[src/rtl/core/assert_macros.svh]
// Assertion macros shared by the address set table RTL.
// No dependencies; define ASSERT_OFF to compile the checks out.
`ifndef ASSERT_MACROS_SVH
`define ASSERT_MACROS_SVH

`ifndef ASSERT_OFF

`define ASSERT_HOLDS(lbl, clk, rstn, prop, msg) \
  lbl: assert property (@(posedge clk) disable iff (!rstn) prop) else $error(msg);

`define ASSERT_NEVER(lbl, clk, rstn, prop, msg) \
  lbl: assert property (@(posedge clk) disable iff (!rstn) !(prop)) else $error(msg);

`else

`define ASSERT_HOLDS(lbl, clk, rstn, prop, msg)

`define ASSERT_NEVER(lbl, clk, rstn, prop, msg)

`endif

`endif

[src/rtl/core/bast_pkg.sv]
// Types and constants of the bounded address set table.
// No dependencies; used by bast_cell and bounded_address_set_table.
`timescale 1ns / 1ps
`default_nettype none

package bast_pkg;

  localparam int unsigned KeyW          = 48;
  localparam int unsigned IndexW        = 5;
  localparam int unsigned CountOutW     = 6;
  localparam int unsigned MaxEntriesW   = 6;
  localparam int unsigned DefCapacity   = 32;
  localparam logic [MaxEntriesW-1:0] MaxEntriesReset = 6'd32;

  typedef enum logic [1:0] {
    ActAdd    = 2'd0,
    ActRemove = 2'd1,
    ActGet    = 2'd2
  } action_e;

  typedef struct packed {
    action_e           action;
    logic [31:0]       ip_address;
    logic [15:0]       port_number;
    logic [IndexW-1:0] index;
  } req_t;

  typedef struct packed {
    logic                 ok;
    logic [31:0]          entry_ip;
    logic [15:0]          entry_port;
    logic [CountOutW-1:0] count;
  } rsp_t;

  // ripple word handed from one cell to the next
  typedef struct packed {
    logic            hit_seen;
    logic            get_hit;
    logic [KeyW-1:0] rd_data;
  } chain_t;

  // write control broadcast to every cell
  typedef struct packed {
    logic append;
    logic shift;
  } ctl_t;

endpackage

`default_nettype wire

[src/rtl/core/bast_cell.sv]
// One table cell: holds a single entry and passes match and read words along the row.
// Depends on bast_pkg.
`timescale 1ns / 1ps
`default_nettype none

module bast_cell
  import bast_pkg::*;
#(
  parameter int unsigned Pos    = 0,
  parameter int unsigned CountW = 6
) (
  input  wire logic              clk_i,
  input  wire ctl_t              ctl_i,
  input  wire logic [KeyW-1:0]   key_i,
  input  wire logic [IndexW-1:0] index_i,
  input  wire logic [CountW-1:0] count_i,
  input  wire logic [KeyW-1:0]   nxt_data_i,
  output logic      [KeyW-1:0]   data_o,
  input  wire chain_t            chain_i,
  output chain_t                 chain_o
);

  localparam logic [31:0] PosW = 32'(Pos);

  logic [KeyW-1:0] data_q;
  logic [31:0]     count_w;
  logic            valid;
  logic            hit;
  logic            sel;
  logic            tail;

  assign count_w = 32'(count_i);
  assign valid   = count_w > PosW;
  assign tail    = count_w == PosW;
  assign hit     = valid && (data_q == key_i);
  assign sel     = valid && (32'(index_i) == PosW);

  always_comb begin
    chain_o.hit_seen = chain_i.hit_seen | hit;
    chain_o.get_hit  = chain_i.get_hit | sel;
    chain_o.rd_data  = chain_i.rd_data | (sel ? data_q : '0);
  end

  // close the gap on remove, take the new key at the tail on add
  always_ff @(posedge clk_i) begin
    if (ctl_i.shift && chain_o.hit_seen) begin
      data_q <= nxt_data_i;
    end else if (ctl_i.append && tail) begin
      data_q <= key_i;
    end
  end

  assign data_o = data_q;

endmodule

`default_nettype wire

[src/rtl/core/bounded_address_set_table.sv]
// Bounded, ordered, duplicate-free table of address and port entries.
// Registered in order: busy_q, then rsp_q together with done_o; a new start is taken only when not busy.
// The match compare across all cells and the ripple through the cell row are combinational.
// Reset clears the entry count and sets max_entries to 32; no clearing pass.
// The receiver cannot stall: done_o lasts one cycle.
// Depends on bast_pkg, bast_cell and assert_macros.svh.
`timescale 1ns / 1ps
`default_nettype none

`include "assert_macros.svh"

module bounded_address_set_table
  import bast_pkg::*;
#(
  parameter int unsigned CAPACITY = DefCapacity
) (
  input  wire logic        clk_i,
  input  wire logic        rst_ni,
  input  wire logic        start,
  output logic             busy,
  input  wire req_t        req_i,
  output logic             done_o,
  output rsp_t             rsp_o,
  input  wire logic        psel,
  input  wire logic        penable,
  input  wire logic        pwrite,
  input  wire logic [2:0]  paddr,
  input  wire logic [31:0] pwdata,
  output logic      [31:0] prdata,
  output logic             pready
);

  localparam int unsigned CountW = $clog2(CAPACITY + 1);
  localparam int unsigned LimW   = (CountW > MaxEntriesW) ? CountW : MaxEntriesW;
  localparam logic [LimW-1:0] CapL = LimW'(CAPACITY);

  logic                   busy_q;
  logic                   done_q;
  logic [CountW-1:0]      count_q, count_d;
  logic [MaxEntriesW-1:0] max_q;
  req_t                   req_q;
  rsp_t                   rsp_q, rsp_d;
  ctl_t                   ctl;
  logic [KeyW-1:0]        key;
  logic [KeyW-1:0]        data [CAPACITY];
  chain_t                 chain [CAPACITY+1];
  logic [LimW-1:0]        max_l, limit, count_l, count_dl;
  logic                   room;
  logic                   found;
  logic                   cfg_wr;

  assign key = {req_q.ip_address, req_q.port_number};

  assign chain[0] = '0;

  for (genvar i = 0; i < CAPACITY; i++) begin : g_cell
    logic [KeyW-1:0] nxt;
    if (i + 1 < CAPACITY) begin : g_mid
      assign nxt = data[i+1];
    end else begin : g_last
      assign nxt = data[i];
    end
    bast_cell #(
      .Pos    (i),
      .CountW (CountW)
    ) u_cell (
      .clk_i      (clk_i),
      .ctl_i      (ctl),
      .key_i      (key),
      .index_i    (req_q.index),
      .count_i    (count_q),
      .nxt_data_i (nxt),
      .data_o     (data[i]),
      .chain_i    (chain[i]),
      .chain_o    (chain[i+1])
    );
  end

  assign found   = chain[CAPACITY].hit_seen;
  assign max_l   = LimW'(max_q);
  assign limit   = (max_l < CapL) ? max_l : CapL;
  assign count_l = LimW'(count_q);
  assign room    = count_l < limit;

  always_comb begin
    ctl     = '0;
    count_d = count_q;
    rsp_d   = '0;
    case (req_q.action)
      ActAdd: begin
        rsp_d.ok   = found || room;
        ctl.append = busy_q && !found && room;
        if (!found && room) begin
          count_d = count_q + CountW'(1);
        end
      end
      ActRemove: begin
        rsp_d.ok  = found;
        ctl.shift = busy_q && found;
        if (found) begin
          count_d = count_q - CountW'(1);
        end
      end
      ActGet: begin
        rsp_d.ok         = chain[CAPACITY].get_hit;
        rsp_d.entry_ip   = chain[CAPACITY].rd_data[47:16];
        rsp_d.entry_port = chain[CAPACITY].rd_data[15:0];
      end
      default: begin
        rsp_d.ok = 1'b0;
      end
    endcase
    count_dl    = LimW'(count_d);
    rsp_d.count = count_dl[CountOutW-1:0];
  end

  assign cfg_wr = psel && penable && pwrite && pready && !paddr[2];

  always_ff @(posedge clk_i or negedge rst_ni) begin
    if (!rst_ni) begin
      busy_q  <= 1'b0;
      done_q  <= 1'b0;
      count_q <= '0;
      max_q   <= MaxEntriesReset;
    end else begin
      done_q <= busy_q;
      if (busy_q) begin
        busy_q  <= 1'b0;
        count_q <= count_d;
      end else if (start) begin
        busy_q <= 1'b1;
      end
      if (cfg_wr) begin
        max_q <= pwdata[MaxEntriesW-1:0];
      end
    end
  end

  always_ff @(posedge clk_i) begin
    if (start && !busy_q) begin
      req_q <= req_i;
    end
    if (busy_q) begin
      rsp_q <= rsp_d;
    end
  end

  assign busy   = busy_q;
  assign done_o = done_q;
  assign rsp_o  = rsp_q;
  assign pready = 1'b1;
  assign prdata = paddr[2] ? 32'd0 : 32'(max_q);

  `ASSERT_NEVER(a_done_while_busy, clk_i, rst_ni, done_q && busy_q, "result during work")
  `ASSERT_HOLDS(a_start_done, clk_i, rst_ni, (start && !busy_q) |=> ##1 done_q, "result missing")
  `ASSERT_HOLDS(a_count_idle, clk_i, rst_ni, !busy_q |=> $stable(count_q), "count moved idle")
  `ASSERT_NEVER(a_count_cap, clk_i, rst_ni, 32'(count_q) > 32'(CAPACITY), "count above capacity")

endmodule

`default_nettype wire
[config.mk]
export PLATFORM = sky130hd
export DESIGN_NAME = bounded_address_set_table
export DESIGN_NICKNAME = d
export VERILOG_FILES = /design/src/rtl/core/bast_pkg.sv /design/src/rtl/core/bast_cell.sv /design/src/rtl/core/bounded_address_set_table.sv
export VERILOG_INCLUDE_DIRS = /design/src /design/src/rtl/core
export SDC_FILE = /design/constraint.sdc
export NUM_CORES = 2
export LEC_CHECK = 0
export BUFFER_PORTS_ARGS = -buffer_cell sky130_fd_sc_hd__buf_2
export CORE_ASPECT_RATIO = 1.5
export CORE_UTILIZATION = 55
export DETAILED_ROUTE_END_ITERATION = 10
export GPL_TIMING_DRIVEN = 0
export PLACE_DENSITY_LB_ADDON = 0.08
export REMOVE_ABC_BUFFERS = 1
export SETUP_SLACK_MARGIN = 0.5
export SYNTH_ARGS = -nofsm -noshare
export SYNTH_HDL_FRONTEND = slang
export SYNTH_SLANG_ARGS = --single-unit
[constraint.sdc]
create_clock -name clk_i -period 10.2 [get_ports clk_i]
set_clock_uncertainty 0.2 [all_clocks]
set_input_delay 0.51 -clock clk_i [delete_from_list [all_inputs] [get_ports clk_i]]
set_output_delay 0.51 -clock clk_i [all_outputs]
set_load 0.03 [all_outputs]
==> key figures, run 1 <==
Synth
  • EDFF count, synth: 1646
  • Yosys reg bits: 1660
  • Cell variety after synth: 77
  • XOR/XNOR Fraction of Synth Area: 0.1387
  • Mapped Cells: 7324
  • Seq/Total Area, Yosys: 0.5154
  • Synth Flop Type: edfxtp_1
  • Area share of the largest cell type after synthesis: 0.5117
  • Post-Synth Adder-Cell Area: 0.001166
  • Post-synthesis mux area share: 0.1717
  • Area contributors post-synth: edfxtp_1 (51%), mux2_2 (15%), xnor2_1 (7.3%)
  • Post-synth design cell area: 96590 sq um
  • Syn. warnings: 0
  • Synth area leader: edfxtp_1
  • Compound-Gate Fraction of Synth Area: 0.07201
  • Syn Area/Cell: 13.19 sq um
  • Synth Area in Simple Gates: 0.06105
  • Main combinational cell family by area after synthesis: multiplexers
  • Asr flop ratio synth: 0.008434

Place
  • Port bufs: 130
  • Global placement routability congestion: 1.213
  • Detailed placer's ending HPWL: 443700 um

Floorplanning
  • Initial Utilization: 0.5526
  • Die W: 344.2 um
  • Row cnt: 188
  • Die H: 515.2 um
  • Io pins: 186

Status
  • Err: [ERROR GRT-0116] Global routing finished with congestion. Check the congestion regions in the DRC Viewer.
  • Stop stage: global routing
  • Status: did not finish

Clock tree
  • H-Tree Depth: 4
  • Clk buf depth: 4
  • CTS buffer count: 177
  • TritonCTS Sinks: 1660
  • CTS root buf: clkbuf_16

GRT
  • Number of global-route vias before repair: 85.92k
  • Total track usage: 0.7307
  • First-pass GRT wire length: 891700 um
  • Largest net degree at the start of global routing: 50
  • GR Overflow Total: 768
metal layers:
layer / global-route usage / overflow
met5: 0.1733 / 0
met4: 0.7004 / 292
met3: 0.5630 / 0
met2: 0.8928 / 476
met1: 0.7592 / 0
logic make-up after synthesis:
kind of cell | count (synthesis)
buf+inv | 736
other cells | 2
simple gates | 1052
fa+ha+maj | 9
xor+xnor | 1530
flops | 1660
compound gates | 862
mux | 1473
cell usage after synthesis (9+ instances only):
master / n
nand4_1: 331
nor2b_1: 11
mux2_1: 198
a41oi_1: 45
a22oi_1: 358
nand3_1: 82
ha_1: 9
a21oi_1: 16
clkbuf_1: 277
xor2_1: 729
buf_4: 153
buf_6: 37
a22o_1: 103
buf_1: 53
dfrtp_1: 13
nand2b_1: 12
nor2_1: 38
nand2_1: 186
nor4_1: 245
or4_1: 9
inv_1: 28
mux2_2: 1273
o21ai_0: 43
edfxtp_1: 1646
a221oi_1: 103
buf_2: 188
nor3_1: 83
a222oi_1: 105
xnor2_1: 801
metrics by stage:
stage	setup slack (ps)	cells	utilization	hold slack (ps)	instance area [sq um]
floorplan	656.3	6641	-	14.41	92940
global placement	-21810	9051	0.5518	220.5	96440
detailed placement	1336	9562	0.6061	234.1	105900
CTS	1348	9938	0.6421	13.62	112200
what timing repair did:
item	in CTS
gates resized for setup	0
buffers inserted	0
endpoints found under the hold margin	76
hold buffers	65
==> run 2: changes to the inputs <==
--- a/config.mk
+++ b/config.mk
@@ -7,13 +7,11 @@
 export NUM_CORES = 2
 export LEC_CHECK = 0
 export BUFFER_PORTS_ARGS = -buffer_cell sky130_fd_sc_hd__buf_2
-export CORE_ASPECT_RATIO = 1.5
-export CORE_UTILIZATION = 55
+export CORE_UTILIZATION = 40
 export DETAILED_ROUTE_END_ITERATION = 10
 export GPL_TIMING_DRIVEN = 0
-export PLACE_DENSITY_LB_ADDON = 0.08
+export PLACE_DENSITY_LB_ADDON = 0.15
 export REMOVE_ABC_BUFFERS = 1
-export SETUP_SLACK_MARGIN = 0.5
 export SYNTH_ARGS = -nofsm -noshare
 export SYNTH_HDL_FRONTEND = slang
 export SYNTH_SLANG_ARGS = --single-unit
==> run 2 against run 1 <==
The flow now finishes, with violations (capacitance limit, slew limit). Synthesized cell count is the same. Area after synthesis stayed put.
==> key figures, run 2 <==
Power
  • Clock power frac: 0.423
  • Switching Power: 0.004727 W
  • Reg power frac: 0.453
  • Int Pwr: 0.01245 W
  • Sw Ratio: 0.2753
  • Leakage Power: 37.50 nW
  • VDD IR max: 0.0001439 V
  • Combinational group share of total power: 0.124
  • Power Dens Cells: 150.0 nW/um^2

Setup path
  • Slowest stage delay, CP: 1320 ps
  • CP cell instances: inv_1 -> ha_1 -> nor2_1 -> a21oi_1 -> nor4_1 -> and4_4 -> or4_1 -> nor4_1 -> and3_4 -> nand4_1 -> o41ai_2 -> buf_4 -> buf_4 -> buf_4 -> buf_4 -> buf_4 -> buf_4
  • Reg2reg setup slack: 740 ps
  • Critical R2R Capture: g_cell[22].u_cell.data_o[41]$_DFFE_PP_
  • CP delay by family, top: simple AND/OR/NAND/NOR gates
  • Req. time, crit path: 10580 ps
  • Most used cell, CP: buf_4
  • Reg-to-reg startpoint: count_l[1]$_DFFE_PN0P_
  • Crit-path slowest cell: o41ai_2
  • Worst Setup End Kind: register
  • Max FO, Critical Path: 14
  • Crit path kind: register to register
  • R2R cell count: 17
  • WP data arrival: 9850 ps
  • Worst Setup Start Kind: register
  • Worst path bufs/invs: 7

GRT
  • First-pass GRT wire length: 699700 um
  • GR Overflow Total: 0
  • Largest net degree at the start of global routing: 57
  • Total track usage: 0.4420
  • Number of global-route vias before repair: 68.61k
  • Initial antenna violation count: 56

Drt
  • Initial DRC count: 16.27k
  • Drt wl/cell: 50.29 um
  • DRC: 0
  • WL final: 549600 um
  • Routed vias/inst: 6.886
  • Total number of vias: 75.26k
  • Initial DRT Pass Iterations: 9
  • Remaining antenna violation count: 0

STA
  • RSZ-0062 raised after global routing: no
  • Fmax: 105.7 MHz
  • Fin crit share: 0.9279
  • Final setup viols: 0
  • Worst-margin pin slew: 1630 ps
  • Slew Limit Fails: 46
  • Hold Fails Final Rpt: 0
  • Final min period: 9464 ps
  • Setup TNS: 0 ps
  • Relative slew slack: -0.08687

Status
  • Failing checks: capacitance limit, slew limit
  • Status: complete, but fails checks

Clock tree
  • CTS buffer count: 198
  • H-Tree Depth: 4
  • Worst skew pair latency: 890 ps
  • CTS resizes: 0
  • CTS tree: built
  • # Post-CTS Setup Buffers: 0
  • CTS root buf: clkbuf_16
  • TritonCTS Sinks: 1660
  • Hold buffers post-CTS: 71
  • Clk buf depth: 3
  • Clock-pin slew on the worst setup and hold paths: 60 ps

Synth
  • Post-synth design cell area: 96590 sq um
  • Asr flop ratio synth: 0.008434
  • Area contributors post-synth: edfxtp_1 (51%), mux2_2 (15%), xnor2_1 (7.3%)
  • Area share of the largest cell type after synthesis: 0.5117
  • Synth top cells by count: edfxtp_1 (1646), mux2_2 (1273), xnor2_1 (801)
  • Synth area leader: edfxtp_1
  • Syn Area/Cell: 13.19 sq um
  • Synth Flop Type: edfxtp_1
  • EDFF count, synth: 1646
  • Cell variety after synth: 77
  • Yosys reg bits: 1660
  • Seq/Total Area, Yosys: 0.5154
  • Top-count cell post-synth: edfxtp_1
  • Mapped Cells: 7324
  • Syn. warnings: 0

Final layout
  • Nets: 7670
  • Finished Layout Cells: 10.93k
  • Fill cells: 21.29k
  • Final Instance Area: 114500 sq um
  • Max reg flops: 1536
  • Commonest non-fill, non-tap cells in the layout: edfxtp_1 (1646), mux2_2 (1273), xnor2_1 (798)
  • Final Util: 0.4763
  • Area of the multi-input gates: 43860 sq um
  • Sequential cell area: 49780 sq um
  • P&R area growth vs syn: 18.51%
  • Commonest non-fill, non-tap cell in the layout: edfxtp_1
  • Share of cells above drive strength 1: 0.3010

Floorplanning
  • Die area: 243400 sq um
  • Io pins: 186
  • Die H: 493.4 um
  • Die W: 493.4 um
  • Row cnt: 180
  • Core area: 240300 sq um
  • Initial Utilization: 0.4019

Min path
  • Hold path start: req_i[34]
  • Worst Hold Depth: 2
  • Hold path endpoint: key[29]$_DFFE_PP_
  • Hold Crit Class: input pin to register

Place
  • Global placement routability congestion: 1.093
  • Placed cell area: 107300 sq um
  • Port bufs: 130
  • Detailed placer's ending HPWL: 445900 um
  • Inst Count DP: 10.48k

Flow run
  • Max-Cap Viols: 9
[run 2: cell counts after synthesis]
Identical to the previous run, type by type.
[run 2: metrics by stage]
step	worst slack (ps)	hold WS, ps	total power (W)
global placement	-22970	236.0	0.009700
CTS	1230	96.02	0.01706
detailed placement	1258	244.8	0.009902
finish	735.6	129.4	0.01717
floorplan	656.3	14.41	0.008768
global route	796.6	114.0	0.01739
[run 2: power by group through the flow]
stage	Sequential [W]	Combinational, W	Clock [W]
after floorplan	0.00800	0.000772	0
after global placement	0.00815	0.00155	0
after detailed placement	0.00791	0.00199	0
after CTS	0.00777	0.00203	0.00726
after global routing	0.00778	0.00212	0.00749
final	0.00778	0.00213	0.00726
[run 2: worst reg2reg max path, stage by stage, from the launching register on]
cell and delay (ps):
dfrtp_1 670, inv_1 270, ha_1 560, nor2_1 340, a21oi_1 1230, nor4_1 250, and4_4 310, or4_1 710
nor4_1 430, and3_4 430, nand4_1 1100, o41ai_2 1320, buf_4 330, buf_4 200, buf_4 210, buf_4 210
buf_4 200, buf_4 210
[run 2: area by class of cell]
| class | instances | share of cell area |
|---|---|---|
| Inverter | 28 | 0.0009182 |
| Sequential cell | 1660 | 0.4349 |
| Multi-Input combinational cell | 4953 | 0.3832 |
| Clock inverter | 112 | 0.009357 |
| Tap cell | 3185 | 0.03482 |
| Timing Repair Buffer | 724 | 0.09036 |
| Clock buffer | 247 | 0.04599 |
| Antenna cell | 20 | 0.0004372 |
[run 2: kinds of logic (layout without fill, tap and decap cells)]
group / Yosys count / after routing / synth area share
DFF: 1660 / 1660 / 0.5154
xor gates and xnor gates: 1530 / 1530 / 0.1387
muxes: 1473 / 1473 / 0.1717
and+or+nand+nor: 1052 / 1052 / 0.06105
AOI/OAI and AO/OA: 862 / 862 / 0.07201
buffers and inverters: 736 / 1111 / 0.03986
adders and majority gates: 9 / 9 / 0.001166
other: 2 / 47 / 0.00007775
[run 2: how the worst max path moves through the flow]
stage / startpoint / endpoint / depth (start not counted)
floorplan: key[38]$_DFFE_PP_ / g_cell[22].u_cell.data_o[0]$_DFFE_PP_ / 9
global placement: count_l[2]$_DFFE_PN0P_ / rsp_o[51]$_SDFFCE_PN0P_ / 4
detailed placement: count_l[1]$_DFFE_PN0P_ / g_cell[22].u_cell.data_o[41]$_DFFE_PP_ / 17
CTS: count_l[1]$_DFFE_PN0P_ / g_cell[22].u_cell.data_o[42]$_DFFE_PP_ / 17
global route: count_l[1]$_DFFE_PN0P_ / g_cell[22].u_cell.data_o[7]$_DFFE_PP_ / 17
finish: count_l[1]$_DFFE_PN0P_ / g_cell[22].u_cell.data_o[41]$_DFFE_PP_ / 17
[run 2: layer usage]
layer  GRT usage  up-vias  share of wire
li1            -    28750              -
met1      0.5501    38440           0.35
met2      0.6014     6672           0.40
met3      0.1472     1381           0.13
met4      0.4054       12           0.11
met5           0        -        0.00016
No activity file was read; power rests on OpenSTA's default activity.
